**src/plist_pkg.sv**
```systemverilog
package plist_pkg;

    localparam int DATA_W       = 32;
    localparam int POS_W        = 12;
    localparam int REQ_W        = 3;
    localparam int CAPACITY_DEF = 1024;

    typedef enum logic [REQ_W-1:0] {
        REQ_LEN  = 3'd0,
        REQ_INS  = 3'd1,
        REQ_READ = 3'd2,
        REQ_RM   = 3'd3,
        REQ_MOVE = 3'd4,
        REQ_MAX  = 3'd5
    } t_req;

    typedef struct packed {
        logic              vld;
        logic [DATA_W-1:0] data;
    } t_res;

endpackage

```
**src/plist_ctrl.sv**
```systemverilog
module plist_ctrl #(
    parameter int CAPACITY = plist_pkg::CAPACITY_DEF,
    parameter int AW       = 10,
    parameter int CW       = 11
) (
    input  logic                         i_clk,
    input  logic                         i_rst_n,
    input  logic                         i_valid,
    input  logic [plist_pkg::REQ_W-1:0]  i_req_type,
    input  logic signed [plist_pkg::POS_W-1:0] i_position,
    input  logic signed [plist_pkg::DATA_W-1:0] i_value,
    output logic                         o_ready,
    input  logic                         i_out_free,
    output plist_pkg::t_res              o_res,
    output logic                         o_we,
    output logic [AW-1:0]                o_waddr,
    output logic [plist_pkg::DATA_W-1:0] o_wdata,
    output logic                         o_re,
    output logic [AW-1:0]                o_raddr,
    input  logic [plist_pkg::DATA_W-1:0] i_rdata
);

    localparam int DW   = plist_pkg::DATA_W;
    localparam int CMPW = (CW > plist_pkg::POS_W) ? CW : plist_pkg::POS_W;

    typedef enum logic [1:0] {
        S_IDLE,
        S_WALK,
        S_FIN,
        S_EMIT
    } t_state;

    t_state            r_state;
    plist_pkg::t_req   r_op;
    logic [AW-1:0]     r_at;
    logic [AW-1:0]     r_ri;
    logic [CW-1:0]     r_left;
    logic              r_pv;
    logic [AW-1:0]     r_pa;
    logic [DW-1:0]     r_held;
    logic [CW-1:0]     r_cnt;
    logic [DW-1:0]     r_res;
    logic [DW-1:0]     r_val;

    plist_pkg::t_req   req;
    logic              pos_neg;
    logic              pos_head;
    logic [CMPW-1:0]   pos_u;
    logic [CMPW-1:0]   cnt_u;
    logic              pos_ge_cnt;
    logic [AW-1:0]     pos_at;
    logic [AW-1:0]     cnt_a;
    logic              full;
    logic [AW-1:0]     at_ins;
    logic [AW-1:0]     at_rm;
    logic              consume;

    assign req        = plist_pkg::t_req'(i_req_type);
    assign pos_neg    = i_position[plist_pkg::POS_W-1];
    assign pos_head   = pos_neg || (i_position == '0);
    assign pos_u      = CMPW'($unsigned(i_position));
    assign cnt_u      = CMPW'(r_cnt);
    assign pos_ge_cnt = !pos_neg && (pos_u >= cnt_u);
    assign pos_at     = pos_u[AW-1:0];
    assign cnt_a      = r_cnt[AW-1:0];
    assign full       = (r_cnt == CW'(CAPACITY));
    assign at_ins     = pos_head ? '0 : (pos_ge_cnt ? cnt_a : pos_at);
    assign at_rm      = pos_head ? '0 : pos_at;
    assign consume    = (r_state == S_WALK) && r_pv;

    assign o_ready    = (r_state == S_IDLE);
    assign o_res.vld  = (r_state == S_EMIT) && i_out_free;
    assign o_res.data = r_res;
    assign o_re       = (r_state == S_WALK) && (r_left != '0);
    assign o_raddr    = r_ri;

    // Shift words one slot per cycle behind the read stream; finish with the new tail/slot.
    always_comb begin
        o_we    = 1'b0;
        o_waddr = r_pa - AW'(1);
        o_wdata = i_rdata;
        if (consume) begin
            case (r_op)
                plist_pkg::REQ_INS: begin
                    o_we    = 1'b1;
                    o_waddr = r_pa + AW'(1);
                end
                plist_pkg::REQ_RM:   o_we = 1'b1;
                plist_pkg::REQ_MOVE: o_we = (r_pa != r_at);
                default:             o_we = 1'b0;
            endcase
        end else if (r_state == S_FIN) begin
            if (r_op == plist_pkg::REQ_INS) begin
                o_we    = 1'b1;
                o_waddr = r_at;
                o_wdata = r_val;
            end else if (r_op == plist_pkg::REQ_MOVE) begin
                o_we    = 1'b1;
                o_waddr = cnt_a - AW'(1);
                o_wdata = r_held;
            end
        end
    end

    always_ff @(posedge i_clk) begin
        if (!i_rst_n) begin
            r_state <= S_IDLE;
            r_cnt   <= '0;
            r_pv    <= 1'b0;
        end else begin
            unique case (r_state)
                S_IDLE: begin
                    r_pv <= 1'b0;
                    if (i_valid) begin
                        r_op  <= req;
                        r_val <= i_value;
                        case (req)
                            plist_pkg::REQ_LEN: begin
                                r_res   <= DW'(r_cnt);
                                r_state <= S_EMIT;
                            end
                            plist_pkg::REQ_INS: begin
                                if (!full) begin
                                    r_at    <= at_ins;
                                    r_ri    <= cnt_a - AW'(1);
                                    r_left  <= r_cnt - CW'(at_ins);
                                    r_state <= S_WALK;
                                end
                            end
                            plist_pkg::REQ_READ: begin
                                if (pos_neg || pos_ge_cnt) begin
                                    r_res   <= '1;
                                    r_state <= S_EMIT;
                                end else begin
                                    r_ri    <= pos_at;
                                    r_left  <= CW'(1);
                                    r_state <= S_WALK;
                                end
                            end
                            plist_pkg::REQ_RM: begin
                                if ((r_cnt != '0) && !pos_ge_cnt) begin
                                    r_at    <= at_rm;
                                    r_ri    <= at_rm + AW'(1);
                                    r_left  <= r_cnt - CW'(1) - CW'(at_rm);
                                    r_state <= S_WALK;
                                end
                            end
                            plist_pkg::REQ_MOVE: begin
                                if ((r_cnt > CW'(1)) && !pos_neg && !pos_ge_cnt) begin
                                    r_at    <= pos_at;
                                    r_ri    <= pos_at;
                                    r_left  <= r_cnt - CW'(pos_at);
                                    r_state <= S_WALK;
                                end
                            end
                            plist_pkg::REQ_MAX: begin
                                if (r_cnt == '0) begin
                                    r_res   <= '1;
                                    r_state <= S_EMIT;
                                end else begin
                                    r_ri    <= '0;
                                    r_left  <= r_cnt;
                                    r_state <= S_WALK;
                                end
                            end
                            default: r_state <= S_IDLE;
                        endcase
                    end
                end
                S_WALK: begin
                    if (r_pv) begin
                        case (r_op)
                            plist_pkg::REQ_READ: r_held <= i_rdata;
                            plist_pkg::REQ_MAX: begin
                                if ((r_pa == '0) || ($signed(i_rdata) > $signed(r_held))) begin
                                    r_held <= i_rdata;
                                end
                            end
                            plist_pkg::REQ_MOVE: begin
                                if (r_pa == r_at) begin
                                    r_held <= i_rdata;
                                end
                            end
                            default: r_held <= r_held;
                        endcase
                    end
                    if (r_left != '0) begin
                        r_pv   <= 1'b1;
                        r_pa   <= r_ri;
                        r_ri   <= (r_op == plist_pkg::REQ_INS) ? r_ri - AW'(1) : r_ri + AW'(1);
                        r_left <= r_left - CW'(1);
                    end else begin
                        r_pv <= 1'b0;
                        if (!r_pv) begin
                            r_state <= S_FIN;
                        end
                    end
                end
                S_FIN: begin
                    case (r_op)
                        plist_pkg::REQ_INS: begin
                            r_cnt   <= r_cnt + CW'(1);
                            r_state <= S_IDLE;
                        end
                        plist_pkg::REQ_RM: begin
                            r_cnt   <= r_cnt - CW'(1);
                            r_state <= S_IDLE;
                        end
                        plist_pkg::REQ_READ, plist_pkg::REQ_MAX: begin
                            r_res   <= r_held;
                            r_state <= S_EMIT;
                        end
                        default: r_state <= S_IDLE;
                    endcase
                end
                S_EMIT: begin
                    // hold the word until the output register frees up
                    if (i_out_free) begin
                        r_state <= S_IDLE;
                    end
                end
                default: r_state <= S_IDLE;
            endcase
        end
    end

    a_cnt_bound: assert property (@(posedge i_clk) disable iff (!i_rst_n)
        r_cnt <= CW'(CAPACITY))
        else $error("entry count above capacity");

    a_waddr_bound: assert property (@(posedge i_clk) disable iff (!i_rst_n)
        o_we |-> (CW'(o_waddr) <= r_cnt))
        else $error("write beyond end of list");

    a_walk_step: assert property (@(posedge i_clk) disable iff (!i_rst_n)
        (r_state == S_WALK) && (r_left != '0) |=> (r_left == $past(r_left) - CW'(1)))
        else $error("walk counter did not advance");

    a_len_emit: assert property (@(posedge i_clk) disable iff (!i_rst_n)
        o_ready && i_valid && (req == plist_pkg::REQ_LEN)
        |=> (r_state == S_EMIT) && (r_res == DW'($past(r_cnt))))
        else $error("length request not answered");

endmodule

```
**config.mk**
```make
export PLATFORM = sky130hd
export DESIGN_NAME = plist_ctrl
export DESIGN_NICKNAME = d
export VERILOG_FILES = /design/src/plist_pkg.sv /design/src/plist_ctrl.sv
export SDC_FILE = /design/constraint.sdc
export NUM_CORES = 1
export LEC_CHECK = 0
export BUFFER_PORTS_ARGS = -buffer_cell sky130_fd_sc_hd__buf_2
export CORE_ASPECT_RATIO = 1.4
export CORE_UTILIZATION = 38
export CTS_BUF_LIST = sky130_fd_sc_hd__clkbuf_4
export CTS_CLUSTER_SIZE = 12
export DETAILED_ROUTE_END_ITERATION = 12
export PLACE_DENSITY = 0.6
export REMOVE_ABC_BUFFERS = 1
export SLEW_MARGIN = 20
export SYNTH_ARGS = -nofsm -noshare
export SYNTH_HDL_FRONTEND = slang
export SYNTH_SLANG_ARGS = --single-unit
export TNS_END_PERCENT = 50
```
**constraint.sdc**
```tcl
create_clock -name i_clk -period 8.6 [get_ports i_clk]
set_input_delay 0.86 -clock i_clk [delete_from_list [all_inputs] [get_ports i_clk]]
set_output_delay 0.86 -clock i_clk [all_outputs]
set_load 0.1 [all_outputs]
```
==> metrics.yaml <==
power_frac_seq_pct: 41.0
ys_warn_count: 0
leakage_uw: 0.00486
num_rows: 73
fin_ws_ns: 3.53
worst_pin_slew_ns: 1.11
final_nets: 1491
drive_above_1_share_pct: 18.3
wl_per_cell_um: 20.6
antenna_found_initial: 1
placed_area_um2: 12200
arrival_ns: 5.46
areaGrowthSynthToFinish_pct: 13.7
synth_top_cell_by_area: "edfxtp_1"
drt-pass1-iter-count: 5
crit_path_start_kind: "flip-flop"
end_kind: "flip-flop"
synthFlopType: "edfxtp_1"
run_status: "complete, no violations"
vias: 9908
coreArea_um2: 28400
clkPwrFrac_pct: 23.0
grt_pass1_vias: 9500
die-area_um2: 29600
port_buffers: 170
post_cts_resized: 0
drt_iter0_markers: 740
ff2ff_setup_slack_ns: 3.53
maxSlewViolCount: 0
totalWireLength_mm: 35.3
timing.fmax_ghz: 0.197
ir_drop_v: 0.0000655
yosysTopAreaCellShare_pct: 38.3
fp.dieH_um: 203
synth_area_um2: 11000
timing.final.hold_violations: 0
rsz0062_at_grt: "no"
synth_edf_count: 140
power_frac_comb_pct: 35.9
p_per_area_nw_per_um2: 177
synthCells: 1193
drc: 0
async_flop_share_pct: 0
overflow: 0
h-tree-depth: 4
synth_commonest_cells: "edfxtp_1 (140), nor2_1 (107), a21oi_1 (102), nand2_1 (95), ha_1 (81)"
hold_path_class: "in -> reg"
internal_power_uw: 1320
ys_top_cells_by_area: "edfxtp_1 (38%), ha_1 (9.2%), a21oi_1 (4.6%)"
insertion_delay_ns: 0.62
switching_share_pct: 40.3
drv_cap: 0
synth.avg_cell_area_um2: 9.21
worstPathMaxFanout: 16
post-route-cell-area_um2: 12500
ys_seq_area_share_pct: 40.8
synth_seq_cells: 154
relSlewSlack_pct: 25.9
cts_sinks: 154
critical_path_class: "reg -> reg"
gp_congestion: 0.940
clock-root-buffer: "clkbuf_4"
grt.total_usage_pct: 24.0
final.period_utilization_pct: 59.0
ctsHoldBuffers: 0
die_w_um: 146
worstPathRequired_ns: 8.98
grt_max_degree: 54
clk_pin_slew_ns: 0.14
dpl.cell_count: 1680
cts_buffers: 17
vias_per_cell: 5.78
setup_viol: 0
antenna_left: 0
finalCriticalPeriod_ns: 5.07
clockBufferDepth: 2
instances_no_fill: 1713
synth_cell_types: 74
tritoncts: "built"
postCtsSetupBuffers: 0
pin_count: 171
initial_core_util_pct: 38.7
synth_most_common_cell: "edfxtp_1"
grt_pass1_wl_mm: 54.6
place_ws_ns: 3.50
p_sw_uw: 893
final.setup_skew_ns: 0.0186
finalSetupTns_ns: 0
hpwl_mm: 26.1
[placed cells by master (no fill, tap or decap), drive strengths merged, types with 23 or more instances in the layout]
cell type,netlist,routed
inv,66,69
o22ai,46,46
o21ai,85,85
nand2,95,95
ha,81,81
nor2,109,109
xnor2,35,35
a21oi,102,102
a21boi,25,25
buf,19,182
edfxtp,140,140
o211ai,23,23
[metrics by stage]
| step | hold WS, ns | total power (uW) | util, % |
|---|---|---|---|
| finish | 0.401 | 2210 | 44.0 |
| global route | 0.353 | 2300 | 44.0 |
| CTS | 0.344 | 2220 | 44.0 |
| detailed placement | 0.490 | 1710 | 42.8 |
| global placement | 0.485 | 1710 | 42.7 |
| floorplan | 0.535 | 1490 | - |
[final timing paths]
check	from	end	depth (start not counted)
setup / recovery	r_cnt[7]	r_left[10]	17
hold / removal	i_value[4]	r_val[4]	1
setup reg to reg	r_cnt[7]	r_left[10]	17
hold reg to reg	o_raddr[6]	r_pa[6]	0
[routing by layer]
metal	vias up	global-route usage (%)	wire length [um]
li1	4712	-	-
met1	4734	30.3	14600
met2	394	41.0	17400
met3	68	3.62	2330
met4	0	9.92	1080
met5	-	0	0
[sequential cells by signal, summed over array words and instances (netlist names)]
register,flops
r_val,32
r_res,32
r_left,11
r_op,3
r_held,32
r_pv,1
r_at,10
r_pa,10
r_state,2
r_cnt,11
o_raddr,10
[worst max-delay path, stage by stage (launching register included)]
cell	delay, ns
dfxtp_1	0.72
inv_1	0.25
ha_1	0.36
nand2_1	0.08
o21a_1	0.20
o21ai_1	0.12
a21o_1	0.43
and2_1	0.51
or2_2	0.19
a31oi_1	0.12
fa_1	0.49
a21oi_1	0.24
o211ai_1	0.15
o21ai_0	0.29
nor2b_1	0.24
nor2_1	0.07
nor4_1	0.22
o41ai_1	0.12
[power by group through the flow]
| stage | Sequential [uW] | Combinational, uW | Clock (uW) |
|---|---|---|---|
| global placement | 924 | 784 | 0 |
| global route | 913 | 846 | 545 |
| detailed placement | 925 | 789 | 0 |
| CTS | 908 | 792 | 522 |
| finish | 908 | 795 | 510 |
| floorplan | 1010 | 484 | 0 |
[logic make-up (layout without fill, tap and decap cells)]
kind of cell    after synthesis  count (layout)  synth area share [%]
compound gates              393             393                  23.0
xor+xnor                     57              57                  4.54
fa+ha+maj                    84              84                  9.77
buf+inv                     137             281                  4.97
flops                       154             154                  40.8
mux                           6               6                 0.547
other cells                   0               1                     0
simple gates                362             362                  16.4
[final cells by class]
type,instances,area (um2)
fill,2861,15900
multi-input combinational,902,5990
sequential,154,4480
timing repair buffer,182,961
tap,375,469
inverter,67,251
clock inverter,14,195
clock buffer,18,135
antenna,1,2.50
Power figures use the tool's default switching activity.
